===== config.mk =====
export PLATFORM = sky130hd
export DESIGN_NAME = char_lcd_frame_buffer_refresh_core_flat
export DESIGN_NICKNAME = d
export VERILOG_FILES = /design/src/rtl/clfb_pkg.sv /design/src/rtl/clfb_in_if.sv /design/src/rtl/clfb_out_if.sv /design/src/rtl/clfb_ram.sv /design/src/rtl/clfb_store.sv /design/src/rtl/clfb_cursor.sv /design/src/rtl/clfb_out_fifo.sv /design/src/rtl/clfb_refresh.sv /design/src/rtl/char_lcd_frame_buffer_refresh_core.sv /design/src/flat_wrapper.sv
export SDC_FILE = /design/constraint.sdc
export NUM_CORES = 1
export LEC_CHECK = 0
export BUFFER_PORTS_ARGS = -buffer_cell sky130_fd_sc_hd__buf_2
export CAP_MARGIN = 20
export CORE_ASPECT_RATIO = 0.5
export CORE_UTILIZATION = 65
export DETAILED_ROUTE_END_ITERATION = 8
export HOLD_SLACK_MARGIN = 0.1
export PLACE_DENSITY = 0.86
export SKIP_LAST_GASP = 1
export SYNTH_ARGS = -nofsm -noshare
export SYNTH_HDL_FRONTEND = slang
export SYNTH_SLANG_ARGS = --single-unit

===== constraint.sdc =====
create_clock -name i_clk -period 18.5 [get_ports i_clk]
set_clock_uncertainty 0.2 [all_clocks]
set_input_delay 5.55 -clock i_clk [delete_from_list [all_inputs] [get_ports i_clk]]
set_output_delay 5.55 -clock i_clk [all_outputs]
set_load 0.05 [all_outputs]

===== src/rtl/clfb_pkg.sv =====
// Shared types and constants of the character LCD frame buffer core.
// No dependencies.
package clfb_pkg;

    typedef enum logic [2:0] {
        ACT_WRITE   = 3'd0,
        ACT_NEWLINE = 3'd1,
        ACT_SETPOS  = 3'd2,
        ACT_CLEAR   = 3'd3,
        ACT_REFRESH = 3'd4
    } t_action;

    localparam int         CFG_IDX_W   = 1;
    localparam int         CFG_DATA_W  = 6;
    localparam logic [0:0] CFG_COLUMNS = 1'b0;
    localparam logic [0:0] CFG_ROWS    = 1'b1;

    localparam int         ROWS_W      = 3;
    localparam logic [5:0] COLS_RESET  = 6'd16;
    localparam logic [2:0] ROWS_RESET  = 3'd2;
    localparam logic [2:0] ROWS_MAX    = 3'd4;

    localparam logic [7:0] CHAR_SPACE    = 8'h20;
    localparam logic [7:0] CMD_SET_ADDR  = 8'h80;
    localparam logic [7:0] CMD_LINE1_OFS = 8'h40;

    // output queue
    localparam int OUT_DEPTH = 4;
    localparam int PTRW      = $clog2(OUT_DEPTH);
    localparam int CNTW      = PTRW + 1;

    typedef struct packed {
        logic       register_select;
        logic [7:0] bus_byte;
        logic       last_of_run;
    } t_out_word;

    typedef struct packed {
        logic       wr;
        logic       nl;
        logic       setp;
        logic [5:0] column;
        logic [1:0] row;
    } t_cur_cmd;

endpackage


===== src/rtl/clfb_in_if.sv =====
// Input channel of the character LCD frame buffer core: one action word.
// No dependencies.
interface clfb_in_if;
    logic       valid;
    logic       ready;
    logic [2:0] action;
    logic [7:0] char_code;
    logic [5:0] column;
    logic [1:0] row;
    logic       panel_line;

    modport source (output valid, action, char_code, column, row, panel_line, input ready);
    modport sink   (input valid, action, char_code, column, row, panel_line, output ready);
endinterface


===== src/rtl/clfb_out_if.sv =====
// Output channel of the character LCD frame buffer core: one bus byte word.
// No dependencies.
interface clfb_out_if;
    logic       valid;
    logic       ready;
    logic       register_select;
    logic [7:0] bus_byte;
    logic       last_of_run;

    modport source (output valid, register_select, bus_byte, last_of_run, input ready);
    modport sink   (input valid, register_select, bus_byte, last_of_run, output ready);
endinterface


===== src/rtl/clfb_ram.sv =====
// Generic single-write, single-read RAM with registered read data.
// No dependencies.
module clfb_ram #(
    parameter int WIDTH = 8,
    parameter int DEPTH = 80
) (
    input  logic                     i_clk,
    input  logic                     i_we,
    input  logic [$clog2(DEPTH)-1:0] i_waddr,
    input  logic [WIDTH-1:0]         i_wdata,
    input  logic                     i_re,
    input  logic [$clog2(DEPTH)-1:0] i_raddr,
    output logic [WIDTH-1:0]         o_rdata
);
    logic [WIDTH-1:0] r_mem [DEPTH];
    logic [WIDTH-1:0] r_q;

    always_ff @(posedge i_clk) begin
        if (i_we) begin
            r_mem[i_waddr] <= i_wdata;
        end
        if (i_re) begin
            r_q <= r_mem[i_raddr];
        end
    end

    assign o_rdata = r_q;
endmodule


===== src/rtl/clfb_store.sv =====
// Character store: buffer RAM plus per-cell valid flags; unwritten cells read as space.
// Depends on clfb_pkg and clfb_ram.
module clfb_store #(
    parameter int MAX_CELLS = 80
) (
    input  logic                         i_clk,
    input  logic                         i_rst_n,
    input  logic                         i_we,
    input  logic [$clog2(MAX_CELLS)-1:0] i_waddr,
    input  logic [7:0]                   i_wdata,
    input  logic                         i_clear,
    input  logic                         i_re,
    input  logic [$clog2(MAX_CELLS)-1:0] i_raddr,
    input  logic                         i_blank,
    output logic [7:0]                   o_rdata
);
    import clfb_pkg::*;

    logic [MAX_CELLS-1:0] r_valid;
    logic                 r_rd_valid;
    logic [7:0]           ram_q;

    clfb_ram #(
        .WIDTH (8),
        .DEPTH (MAX_CELLS)
    ) u_ram (
        .i_clk   (i_clk),
        .i_we    (i_we),
        .i_waddr (i_waddr),
        .i_wdata (i_wdata),
        .i_re    (i_re),
        .i_raddr (i_raddr),
        .o_rdata (ram_q)
    );

    // clear empties every cell at once
    always_ff @(posedge i_clk) begin
        if (!i_rst_n) begin
            r_valid <= '0;
        end else if (i_clear) begin
            r_valid <= '0;
        end else if (i_we) begin
            r_valid[i_waddr] <= 1'b1;
        end
    end

    always_ff @(posedge i_clk) begin
        if (i_re) begin
            r_rd_valid <= !i_blank && r_valid[i_raddr];
        end
    end

    assign o_rdata = r_rd_valid ? ram_q : CHAR_SPACE;
endmodule


===== src/rtl/clfb_cursor.sv =====
// Write cursor: advance on write, set position, and newline through a bit-serial
// remainder unit. Depends on clfb_pkg.
module clfb_cursor #(
    parameter int MAX_CELLS   = 80,
    parameter int MAX_COLUMNS = 40
) (
    input  logic                                 i_clk,
    input  logic                                 i_rst_n,
    input  clfb_pkg::t_cur_cmd                   i_cmd,
    input  logic [$clog2(MAX_COLUMNS+1)-1:0]     i_cols,
    input  logic [$clog2(MAX_CELLS+1)-1:0]       i_cap,
    output logic                                 o_busy,
    output logic                                 o_wr_en,
    output logic [$clog2(MAX_CELLS)-1:0]         o_wr_addr
);
    import clfb_pkg::*;

    localparam int CW    = $clog2(MAX_CELLS + 1);
    localparam int AW    = $clog2(MAX_CELLS);
    localparam int COLW  = $clog2(MAX_COLUMNS + 1);
    localparam int RMW   = COLW + 1;
    localparam int SPW   = (COLW + 3 > CW) ? COLW + 3 : CW;
    localparam int NPW   = ((CW > COLW) ? CW : COLW) + 1;
    localparam int STEPW = $clog2(CW + 1);

    typedef enum logic [2:0] {
        CS_IDLE = 3'b001,
        CS_DIV  = 3'b010,
        CS_FIX  = 3'b100
    } t_cur_state;

    t_cur_state       r_state, n_state;
    logic [CW-1:0]    r_cursor, n_cursor;
    logic [CW-1:0]    r_div, n_div;
    logic [COLW-1:0]  r_rem, n_rem;
    logic [STEPW-1:0] r_cnt, n_cnt;

    logic [RMW-1:0]   trial;
    logic [SPW-1:0]   set_pos;
    logic [NPW-1:0]   nl_pos;
    logic             wr_ok;

    assign wr_ok   = r_cursor < i_cap;
    assign set_pos = SPW'(i_cmd.column) + SPW'(i_cmd.row) * SPW'(i_cols);
    // one restoring step: remainder stays below cols
    assign trial   = {r_rem, r_div[CW-1]};
    // next row start = cursor - (cursor mod cols) + cols
    assign nl_pos  = NPW'(r_cursor) - NPW'(r_rem) + NPW'(i_cols);

    always_comb begin
        n_state  = r_state;
        n_cursor = r_cursor;
        n_div    = r_div;
        n_rem    = r_rem;
        n_cnt    = r_cnt;
        case (r_state)
            CS_IDLE: begin
                if (i_cmd.wr) begin
                    if (wr_ok) begin
                        n_cursor = r_cursor + CW'(1);
                    end
                end else if (i_cmd.setp) begin
                    n_cursor = (set_pos > SPW'(i_cap)) ? i_cap : CW'(set_pos);
                end else if (i_cmd.nl) begin
                    n_state = CS_DIV;
                    n_div   = r_cursor;
                    n_rem   = '0;
                    n_cnt   = STEPW'(CW);
                end
            end
            CS_DIV: begin
                n_div = r_div << 1;
                n_rem = (trial >= RMW'(i_cols)) ? COLW'(trial - RMW'(i_cols)) : COLW'(trial);
                n_cnt = r_cnt - STEPW'(1);
                if (r_cnt == STEPW'(1)) begin
                    n_state = CS_FIX;
                end
            end
            CS_FIX: begin
                n_cursor = (nl_pos > NPW'(i_cap)) ? i_cap : CW'(nl_pos);
                n_state  = CS_IDLE;
            end
            default: begin
                n_state = CS_IDLE;
            end
        endcase
    end

    always_ff @(posedge i_clk) begin
        if (!i_rst_n) begin
            r_state  <= CS_IDLE;
            r_cursor <= '0;
            r_cnt    <= '0;
        end else begin
            r_state  <= n_state;
            r_cursor <= n_cursor;
            r_cnt    <= n_cnt;
        end
    end

    always_ff @(posedge i_clk) begin
        r_div <= n_div;
        r_rem <= n_rem;
    end

    assign o_busy    = r_state != CS_IDLE;
    assign o_wr_en   = i_cmd.wr && wr_ok && (r_state == CS_IDLE);
    assign o_wr_addr = r_cursor[AW-1:0];
endmodule


===== src/rtl/clfb_out_fifo.sv =====
// Output word queue between the refresh sequencer and the output channel.
// Depends on clfb_pkg.
module clfb_out_fifo (
    input  logic                i_clk,
    input  logic                i_rst_n,
    input  logic                i_push,
    input  clfb_pkg::t_out_word i_word,
    input  logic                i_pop,
    output logic                o_valid,
    output clfb_pkg::t_out_word o_word,
    output logic                o_room1,
    output logic                o_room2
);
    import clfb_pkg::*;

    t_out_word       r_mem [OUT_DEPTH];
    logic [PTRW-1:0] r_wr, r_rd;
    logic [CNTW-1:0] r_cnt, n_cnt;

    always_comb begin
        case ({i_push, i_pop})
            2'b10:   n_cnt = r_cnt + CNTW'(1);
            2'b01:   n_cnt = r_cnt - CNTW'(1);
            default: n_cnt = r_cnt;
        endcase
    end

    always_ff @(posedge i_clk) begin
        if (!i_rst_n) begin
            r_wr  <= '0;
            r_rd  <= '0;
            r_cnt <= '0;
        end else begin
            if (i_push) begin
                r_wr <= r_wr + PTRW'(1);
            end
            if (i_pop) begin
                r_rd <= r_rd + PTRW'(1);
            end
            r_cnt <= n_cnt;
        end
    end

    always_ff @(posedge i_clk) begin
        if (i_push) begin
            r_mem[r_wr] <= i_word;
        end
    end

    assign o_valid = r_cnt != '0;
    assign o_word  = r_mem[r_rd];
    assign o_room1 = r_cnt < CNTW'(OUT_DEPTH);
    assign o_room2 = r_cnt < CNTW'(OUT_DEPTH - 1);
endmodule


===== src/rtl/clfb_refresh.sv =====
// Refresh sequencer: emits the set-address command, then walks the cells of
// one or two rows through the store read port. Depends on clfb_pkg.
module clfb_refresh #(
    parameter int MAX_CELLS   = 80,
    parameter int MAX_COLUMNS = 40
) (
    input  logic                              i_clk,
    input  logic                              i_rst_n,
    input  logic                              i_start,
    input  logic                              i_line,
    input  logic [$clog2(MAX_COLUMNS+1)-1:0]  i_cols,
    input  logic [clfb_pkg::ROWS_W-1:0]       i_rows,
    input  logic [$clog2(MAX_CELLS+1)-1:0]    i_cap,
    input  logic                              i_room1,
    input  logic                              i_room2,
    input  logic [7:0]                        i_rdata,
    output logic                              o_busy,
    output logic                              o_rd_en,
    output logic [$clog2(MAX_CELLS)-1:0]      o_rd_addr,
    output logic                              o_rd_blank,
    output logic                              o_push,
    output clfb_pkg::t_out_word               o_word
);
    import clfb_pkg::*;

    localparam int CW   = $clog2(MAX_CELLS + 1);
    localparam int AW   = $clog2(MAX_CELLS);
    localparam int COLW = $clog2(MAX_COLUMNS + 1);
    localparam int GW   = COLW + 2;
    localparam int AXW  = (GW > CW) ? GW : CW;

    typedef enum logic [3:0] {
        RS_IDLE = 4'b0001,
        RS_CMD  = 4'b0010,
        RS_ROW1 = 4'b0100,
        RS_ROW2 = 4'b1000
    } t_ref_state;

    t_ref_state      r_state;
    logic            r_line;
    logic [GW-1:0]   r_addr;
    logic [COLW-1:0] r_left;
    logic [COLW-1:0] r_len2;
    logic            r_has2;

    logic            r_s1_valid;
    logic            r_s1_cmd;
    logic [7:0]      r_s1_byte;
    logic            r_s1_last;

    logic            issue;
    logic            row_end;
    logic [AXW-1:0]  addr_x;
    logic [COLW-1:0] len2;

    // second row carries what is left of the run's column budget
    assign len2    = (i_cols > COLW'(MAX_COLUMNS) - i_cols) ? COLW'(MAX_COLUMNS) - i_cols : i_cols;
    assign issue   = (r_state != RS_IDLE) && (r_s1_valid ? i_room2 : i_room1);
    assign row_end = r_left == COLW'(1);
    assign addr_x  = AXW'(r_addr);

    assign o_rd_blank = addr_x >= AXW'(i_cap);
    assign o_rd_addr  = addr_x[AW-1:0];
    assign o_rd_en    = issue && ((r_state == RS_ROW1) || (r_state == RS_ROW2));
    assign o_busy     = r_state != RS_IDLE;

    always_ff @(posedge i_clk) begin
        if (!i_rst_n) begin
            r_state    <= RS_IDLE;
            r_s1_valid <= 1'b0;
        end else begin
            r_s1_valid <= issue;
            case (r_state)
                RS_IDLE: begin
                    if (i_start) begin
                        r_state <= RS_CMD;
                    end
                end
                RS_CMD: begin
                    if (issue) begin
                        r_state <= RS_ROW1;
                    end
                end
                RS_ROW1: begin
                    if (issue && row_end) begin
                        r_state <= r_has2 ? RS_ROW2 : RS_IDLE;
                    end
                end
                RS_ROW2: begin
                    if (issue && row_end) begin
                        r_state <= RS_IDLE;
                    end
                end
                default: begin
                    r_state <= RS_IDLE;
                end
            endcase
        end
    end

    always_ff @(posedge i_clk) begin
        if (r_state == RS_IDLE) begin
            if (i_start) begin
                r_line <= i_line;
                r_addr <= i_line ? GW'(i_cols) : '0;
                r_left <= i_cols;
                r_len2 <= len2;
                r_has2 <= (i_rows >= (i_line ? ROWS_MAX : ROWS_MAX - 3'd1)) && (len2 != '0);
            end
        end else if (issue && (r_state != RS_CMD)) begin
            if (row_end) begin
                // jump over the interleaved row to the second row of the line
                r_addr <= r_addr + GW'(1) + GW'(i_cols);
                r_left <= r_len2;
            end else begin
                r_addr <= r_addr + GW'(1);
                r_left <= r_left - COLW'(1);
            end
        end
    end

    always_ff @(posedge i_clk) begin
        if (issue) begin
            r_s1_cmd  <= r_state == RS_CMD;
            r_s1_byte <= CMD_SET_ADDR | (r_line ? CMD_LINE1_OFS : 8'h00);
            r_s1_last <= row_end && ((r_state == RS_ROW2) || ((r_state == RS_ROW1) && !r_has2));
        end
    end

    assign o_push                 = r_s1_valid;
    assign o_word.register_select = !r_s1_cmd;
    assign o_word.bus_byte        = r_s1_cmd ? r_s1_byte : i_rdata;
    assign o_word.last_of_run     = r_s1_last;
endmodule


===== src/rtl/char_lcd_frame_buffer_refresh_core.sv =====
// Character LCD frame buffer core, top level.
// Depends on clfb_pkg, clfb_in_if, clfb_out_if, clfb_store, clfb_cursor,
// clfb_out_fifo and clfb_refresh.
//
//  channel   dir  handshake          word
//  i_cmd     in   valid/ready        action, char_code, column, row, panel_line
//  o_bus     out  valid/ready        register_select, bus_byte, last_of_run
//  cfg       in   i_cfg_we           i_cfg_index, i_cfg_data
//
// Write, set position and clear leave the input channel ready for the next word.
// Newline runs through the bit-serial remainder unit in the cursor, divide steps
// then a fix-up state, and holds the input channel busy until it is done.
// Refresh emits the set-address command and then its data bytes, one store read per
// cycle while the output queue has room; a stalled output holds up to four words.
// On reset, per-cell valid flags make the whole store read as spaces.
module char_lcd_frame_buffer_refresh_core #(
    parameter int MAX_CELLS   = 80,
    parameter int MAX_COLUMNS = 40
) (
    input  logic                              i_clk,
    input  logic                              i_rst_n,
    input  logic                              i_cfg_we,
    input  logic [clfb_pkg::CFG_IDX_W-1:0]    i_cfg_index,
    input  logic [clfb_pkg::CFG_DATA_W-1:0]   i_cfg_data,
    clfb_in_if.sink                           i_cmd,
    clfb_out_if.source                        o_bus
);
    import clfb_pkg::*;

    localparam int CW   = $clog2(MAX_CELLS + 1);
    localparam int AW   = $clog2(MAX_CELLS);
    localparam int COLW = $clog2(MAX_COLUMNS + 1);
    localparam int GW   = COLW + 2;
    localparam int PW   = (GW > CW) ? GW : CW;

    logic [CFG_DATA_W-1:0] r_cfg_cols;
    logic [ROWS_W-1:0]     r_cfg_rows;

    logic [COLW-1:0]   eff_cols;
    logic [ROWS_W-1:0] eff_rows;
    logic [PW-1:0]     prod;
    logic [CW-1:0]     cap;

    logic      accept;
    t_cur_cmd  cur_cmd;
    logic      cur_busy;
    logic      wr_en;
    logic [AW-1:0] wr_addr;
    logic      clear;
    logic      ref_start;
    logic      ref_busy;
    logic      rd_en;
    logic [AW-1:0] rd_addr;
    logic      rd_blank;
    logic [7:0] rdata;
    logic      push;
    t_out_word push_word;
    t_out_word out_word;
    logic      out_valid;
    logic      room1;
    logic      room2;

    always_ff @(posedge i_clk) begin
        if (!i_rst_n) begin
            r_cfg_cols <= COLS_RESET;
            r_cfg_rows <= ROWS_RESET;
        end else if (i_cfg_we) begin
            case (i_cfg_index)
                CFG_COLUMNS: r_cfg_cols <= i_cfg_data;
                CFG_ROWS:    r_cfg_rows <= i_cfg_data[ROWS_W-1:0];
                default:     ;
            endcase
        end
    end

    // effective geometry
    always_comb begin
        if (r_cfg_cols == '0) begin
            eff_cols = COLW'(1);
        end else if (r_cfg_cols > CFG_DATA_W'(MAX_COLUMNS)) begin
            eff_cols = COLW'(MAX_COLUMNS);
        end else begin
            eff_cols = COLW'(r_cfg_cols);
        end
        if (r_cfg_rows == '0) begin
            eff_rows = ROWS_W'(1);
        end else if (r_cfg_rows > ROWS_MAX) begin
            eff_rows = ROWS_MAX;
        end else begin
            eff_rows = r_cfg_rows;
        end
    end

    assign prod = PW'(eff_cols) * PW'(eff_rows);
    assign cap  = (prod > PW'(MAX_CELLS)) ? CW'(MAX_CELLS) : CW'(prod);

    assign i_cmd.ready = !cur_busy && !ref_busy;
    assign accept      = i_cmd.valid && i_cmd.ready;

    assign cur_cmd.wr     = accept && (i_cmd.action == ACT_WRITE);
    assign cur_cmd.nl     = accept && (i_cmd.action == ACT_NEWLINE);
    assign cur_cmd.setp   = accept && (i_cmd.action == ACT_SETPOS);
    assign cur_cmd.column = i_cmd.column;
    assign cur_cmd.row    = i_cmd.row;

    assign clear     = accept && (i_cmd.action == ACT_CLEAR);
    // line 1 exists only on panels of two or more rows
    assign ref_start = accept && (i_cmd.action == ACT_REFRESH)
                       && !(i_cmd.panel_line && (eff_rows < ROWS_W'(2)));

    clfb_cursor #(
        .MAX_CELLS   (MAX_CELLS),
        .MAX_COLUMNS (MAX_COLUMNS)
    ) u_cursor (
        .i_clk     (i_clk),
        .i_rst_n   (i_rst_n),
        .i_cmd     (cur_cmd),
        .i_cols    (eff_cols),
        .i_cap     (cap),
        .o_busy    (cur_busy),
        .o_wr_en   (wr_en),
        .o_wr_addr (wr_addr)
    );

    clfb_store #(
        .MAX_CELLS (MAX_CELLS)
    ) u_store (
        .i_clk   (i_clk),
        .i_rst_n (i_rst_n),
        .i_we    (wr_en),
        .i_waddr (wr_addr),
        .i_wdata (i_cmd.char_code),
        .i_clear (clear),
        .i_re    (rd_en),
        .i_raddr (rd_addr),
        .i_blank (rd_blank),
        .o_rdata (rdata)
    );

    clfb_refresh #(
        .MAX_CELLS   (MAX_CELLS),
        .MAX_COLUMNS (MAX_COLUMNS)
    ) u_refresh (
        .i_clk      (i_clk),
        .i_rst_n    (i_rst_n),
        .i_start    (ref_start),
        .i_line     (i_cmd.panel_line),
        .i_cols     (eff_cols),
        .i_rows     (eff_rows),
        .i_cap      (cap),
        .i_room1    (room1),
        .i_room2    (room2),
        .i_rdata    (rdata),
        .o_busy     (ref_busy),
        .o_rd_en    (rd_en),
        .o_rd_addr  (rd_addr),
        .o_rd_blank (rd_blank),
        .o_push     (push),
        .o_word     (push_word)
    );

    clfb_out_fifo u_out_fifo (
        .i_clk   (i_clk),
        .i_rst_n (i_rst_n),
        .i_push  (push),
        .i_word  (push_word),
        .i_pop   (out_valid && o_bus.ready),
        .o_valid (out_valid),
        .o_word  (out_word),
        .o_room1 (room1),
        .o_room2 (room2)
    );

    assign o_bus.valid           = out_valid;
    assign o_bus.register_select = out_word.register_select;
    assign o_bus.bus_byte        = out_word.bus_byte;
    assign o_bus.last_of_run     = out_word.last_of_run;
endmodule


===== src/flat_wrapper.sv =====
// flat-port wrapper written by rule: the top's interface ports become plain ports
module char_lcd_frame_buffer_refresh_core_flat import clfb_pkg::*;
#(
    parameter int MAX_CELLS   = 80,
    parameter int MAX_COLUMNS = 40
)
  (i_clk, i_rst_n, i_cfg_we, i_cfg_index, i_cfg_data, i_cmd_valid, i_cmd_action, i_cmd_char_code, i_cmd_column, i_cmd_row, i_cmd_panel_line, i_cmd_ready, o_bus_valid, o_bus_register_select, o_bus_bus_byte, o_bus_last_of_run, o_bus_ready);
  clfb_in_if i_cmd_i ();
  clfb_out_if o_bus_i ();
  input  logic i_clk;
  input  logic i_rst_n;
  input  logic i_cfg_we;
  input  logic [clfb_pkg::CFG_IDX_W-1:0] i_cfg_index;
  input  logic [clfb_pkg::CFG_DATA_W-1:0] i_cfg_data;
  input wire logic [$bits(i_cmd_i.valid)-1:0] i_cmd_valid;
  input wire logic [$bits(i_cmd_i.action)-1:0] i_cmd_action;
  input wire logic [$bits(i_cmd_i.char_code)-1:0] i_cmd_char_code;
  input wire logic [$bits(i_cmd_i.column)-1:0] i_cmd_column;
  input wire logic [$bits(i_cmd_i.row)-1:0] i_cmd_row;
  input wire logic [$bits(i_cmd_i.panel_line)-1:0] i_cmd_panel_line;
  output wire logic [$bits(i_cmd_i.ready)-1:0] i_cmd_ready;
  output wire logic [$bits(o_bus_i.valid)-1:0] o_bus_valid;
  output wire logic [$bits(o_bus_i.register_select)-1:0] o_bus_register_select;
  output wire logic [$bits(o_bus_i.bus_byte)-1:0] o_bus_bus_byte;
  output wire logic [$bits(o_bus_i.last_of_run)-1:0] o_bus_last_of_run;
  input wire logic [$bits(o_bus_i.ready)-1:0] o_bus_ready;
  assign i_cmd_i.valid = i_cmd_valid;
  assign i_cmd_i.action = i_cmd_action;
  assign i_cmd_i.char_code = i_cmd_char_code;
  assign i_cmd_i.column = i_cmd_column;
  assign i_cmd_i.row = i_cmd_row;
  assign i_cmd_i.panel_line = i_cmd_panel_line;
  assign i_cmd_ready = i_cmd_i.ready;
  assign o_bus_valid = o_bus_i.valid;
  assign o_bus_register_select = o_bus_i.register_select;
  assign o_bus_bus_byte = o_bus_i.bus_byte;
  assign o_bus_last_of_run = o_bus_i.last_of_run;
  assign o_bus_i.ready = o_bus_ready;
  char_lcd_frame_buffer_refresh_core #(.MAX_CELLS(MAX_CELLS), .MAX_COLUMNS(MAX_COLUMNS)) u_core (.i_clk(i_clk), .i_rst_n(i_rst_n), .i_cfg_we(i_cfg_we), .i_cfg_index(i_cfg_index), .i_cfg_data(i_cfg_data), .i_cmd(i_cmd_i), .o_bus(o_bus_i));
endmodule

==> results_dict.tcl <==
set metrics [dict create \
    status "finished, final reports clean" \
    cp_num_buf_inv 1 \
    max_stage_delay_ps 1150 \
    synth_top_area_share_pct 60.3 \
    rows 60 \
    cp.required_ps 18530 \
    track_usage_pct 33.9 \
    async_reset_ff_share_pct 0 \
    drtAntennaViolNets 0 \
    drive_above_1_share_pct 20.0 \
    cts_setup_buffers 0 \
    ir_worst_vdd_mv 0.111 \
    synth_cell_type_count 80 \
    hold_start "u_core.u_refresh.r_line" \
    synth_flop_cell "edfxtp_1" \
    fin_cells 2993 \
    cts_buffers 71 \
    syn_to_final_growth_pct 9.43 \
    yosysWarnings 0 \
    dp.cells 2859 \
    grt_first_pass_wirelength_um 139000 \
    fin_crit_sh_pct 49.1 \
    syn-num-nets 2275 \
    period_minus_slack_ps 9090 \
    worst_pin_slew_ps 1170 \
    synth.most_common_cell "edfxtp_1" \
    wl_per_cell_um 31.4 \
    path_clk_slew_ps 70 \
    netlist_instances 2150 \
    placed_cell_area_um2 37200 \
    die_h_um 169 \
    setup_tns_ps 0 \
    met1_length_um 32200 \
    ys_seq_elements 843 \
    post_synth.cell_area_avg_um2 16.8 \
    cts_buffer_depth 3 \
    yosys-top-cells-area "edfxtp_1 (60%), mux4_2 (15%), dfxtp_1 (6.4%)" \
    maxSlewViolCount 0 \
    worstSetupStartpointType "input port" \
    clk_latency_ps 630 \
    root_buffer "clkbuf_16" \
    drtIter0Drc 3621 \
    synth-edff-count 727 \
    ys_seq_area_share_pct 66.7 \
    portBuffers 43 \
    crit_start "i_cmd_valid" \
    fillers 2873 \
    p_leak_uw 0.0131 \
    die_width_um 336 \
    whs_ps 236 \
    fmax_mhz 110 \
    ctsResizeCount 0 \
    cap_violations 0 \
    synthesis.area_um2 36200 \
    drc 0 \
    finalSetupViolations 0 \
    hold_class "flop to flop" \
    wl_um 93900 \
    antenna_found_initial 3 \
    core_area_um2 54400 \
    rr_startpoint "u_core.r_cfg_cols[5]" \
    wl_met3_um 11600 \
    crit_arrival_ps 9130 \
    h-tree-depth 3 \
    yosys.area.top_type "edfxtp_1" \
    grt_max_degree 139 \
    clock_sinks 843 \
    crit_path_cell_trace "buf_2 -> nand3_1 -> nor3_2 -> nand2_1 -> a211oi_2 -> nand3_1 -> nor2_1" \
    vias 21700 \
    ios 44 \
    wl_met2_um 45000 \
    rsz0062_at_grt "no" \
    final_util_pct 72.9 \
    cts_tree "done" \
    grt_pass1_vias 21300 \
    slew_headroom_pct 21.6 \
    ctsHoldBuffers 0 \
    hold_viol 0 \
    top_layer "met5" \
    cp-end-kind "flop" \
    worstPathMaxFanout 10 \
    dr.pass1.iters 8 \
    fin_area_um2 39600 \
    gp_congestion 0.875 \
    critical-path-slowest-cell "nor2_1" \
    initial_core_util_pct 66.6 \
    nets 2314 \
    overflow 0 \
    p_per_area_nw_per_um2 140 \
    dieArea_um2 56700 \
    path_class "input port to flop" \
    synth_common_cells "edfxtp_1 (727), mux4_2 (236), nor2_1 (179), dfxtp_1 (116), nand2_1 (106)" \
    cpLargestDelayFamily "simple AND/OR/NAND/NOR gates" \
    crit_top_cell "nand3_1" \
    vias_per_cell 7.24 \
    hpwl_um 51100 \
]
[through the flow]
step	worst slack [ps]	total power, uW
detailed placement	8660	3880
floorplan	9470	3430
global placement	8780	3840
global route	9370	5680
finish	9410	5550
CTS	9290	5510
[logic make-up after synthesis]
group	after synthesis	synth area share, %
flip-flops	843	66.7
XOR/XNOR	43	1.04
buffers and inverters	183	2.02
adder cells (fa/ha/maj)	96	3.72
multiplexers	264	15.5
other	1	0.0104
AND/OR/NAND/NOR	423	5.36
AO/OA/AOI/OAI	297	5.63
[final cells by class]
type,count,area (um^2),share of cell area (%)
clock buffers,96,1980,5.01
inverters,77,289,0.730
diodes,2,5.00,0.0126
flip-flops and latches,843,24200,61.0
repair buffers,72,455,1.15
multi-input cells,1124,11300,28.7
clock inverters,35,443,1.12
well taps,744,931,2.35
[power by group]
part	internal, uW	switching, uW
Sequential	2150	61.8
Combinational	720	1020
Clock	878	726
Total	3750	1800
[placed cells by master (no fill, tap or decap), types with 19 or more instances in the layout]
master,n
a21oi_1,55
and2_1,23
buf_2,44
buf_4,26
clkbuf_16,73
dfxtp_1,116
edfxtp_1,727
fa_1,20
ha_1,73
inv_1,76
mux2i_1,19
mux4_2,236
nand2_1,106
nand3_1,30
nor2_1,179
o21a_1,86
o21ai_0,57
xnor2_1,28
[final timing paths]
| path | slack [ps] | endpoint | cells after the start |
|---|---|---|---|
| worst max-delay path | 9410 | u_core.u_store.u_ram.r_mem[75][6] | 7 |
| worst min-delay path | 240 | u_core.u_refresh.r_s1_byte[6] | 0 |
| worst max register to register | 9630 | u_core.u_store.u_ram.r_mem[75][6] | 20 |
| worst min register to register | 240 | u_core.u_refresh.r_s1_byte[6] | 0 |
[routing by layer]
metal / vias to the layer above / GRT usage [%]
met5: - / 0
met4: 2 / 15.1
met3: 385 / 7.81
met2: 1960 / 54.9
met1: 10800 / 44.5
li1: 8522 / -
[registers in the layout, indices dropped and copies added (netlist names), 7 cells and up, named ones only]
name / count
u_core.u_cursor.o_wr_addr: 7
u_core.u_out_fifo.r_mem: 40
u_core.u_cursor.r_div: 7
u_core.u_store.r_valid: 80
u_core.u_store.u_ram.r_mem: 640
u_core.u_refresh.addr_x: 8
u_core.u_store.u_ram.o_rdata: 8
(Power assumes the default switching activity.)
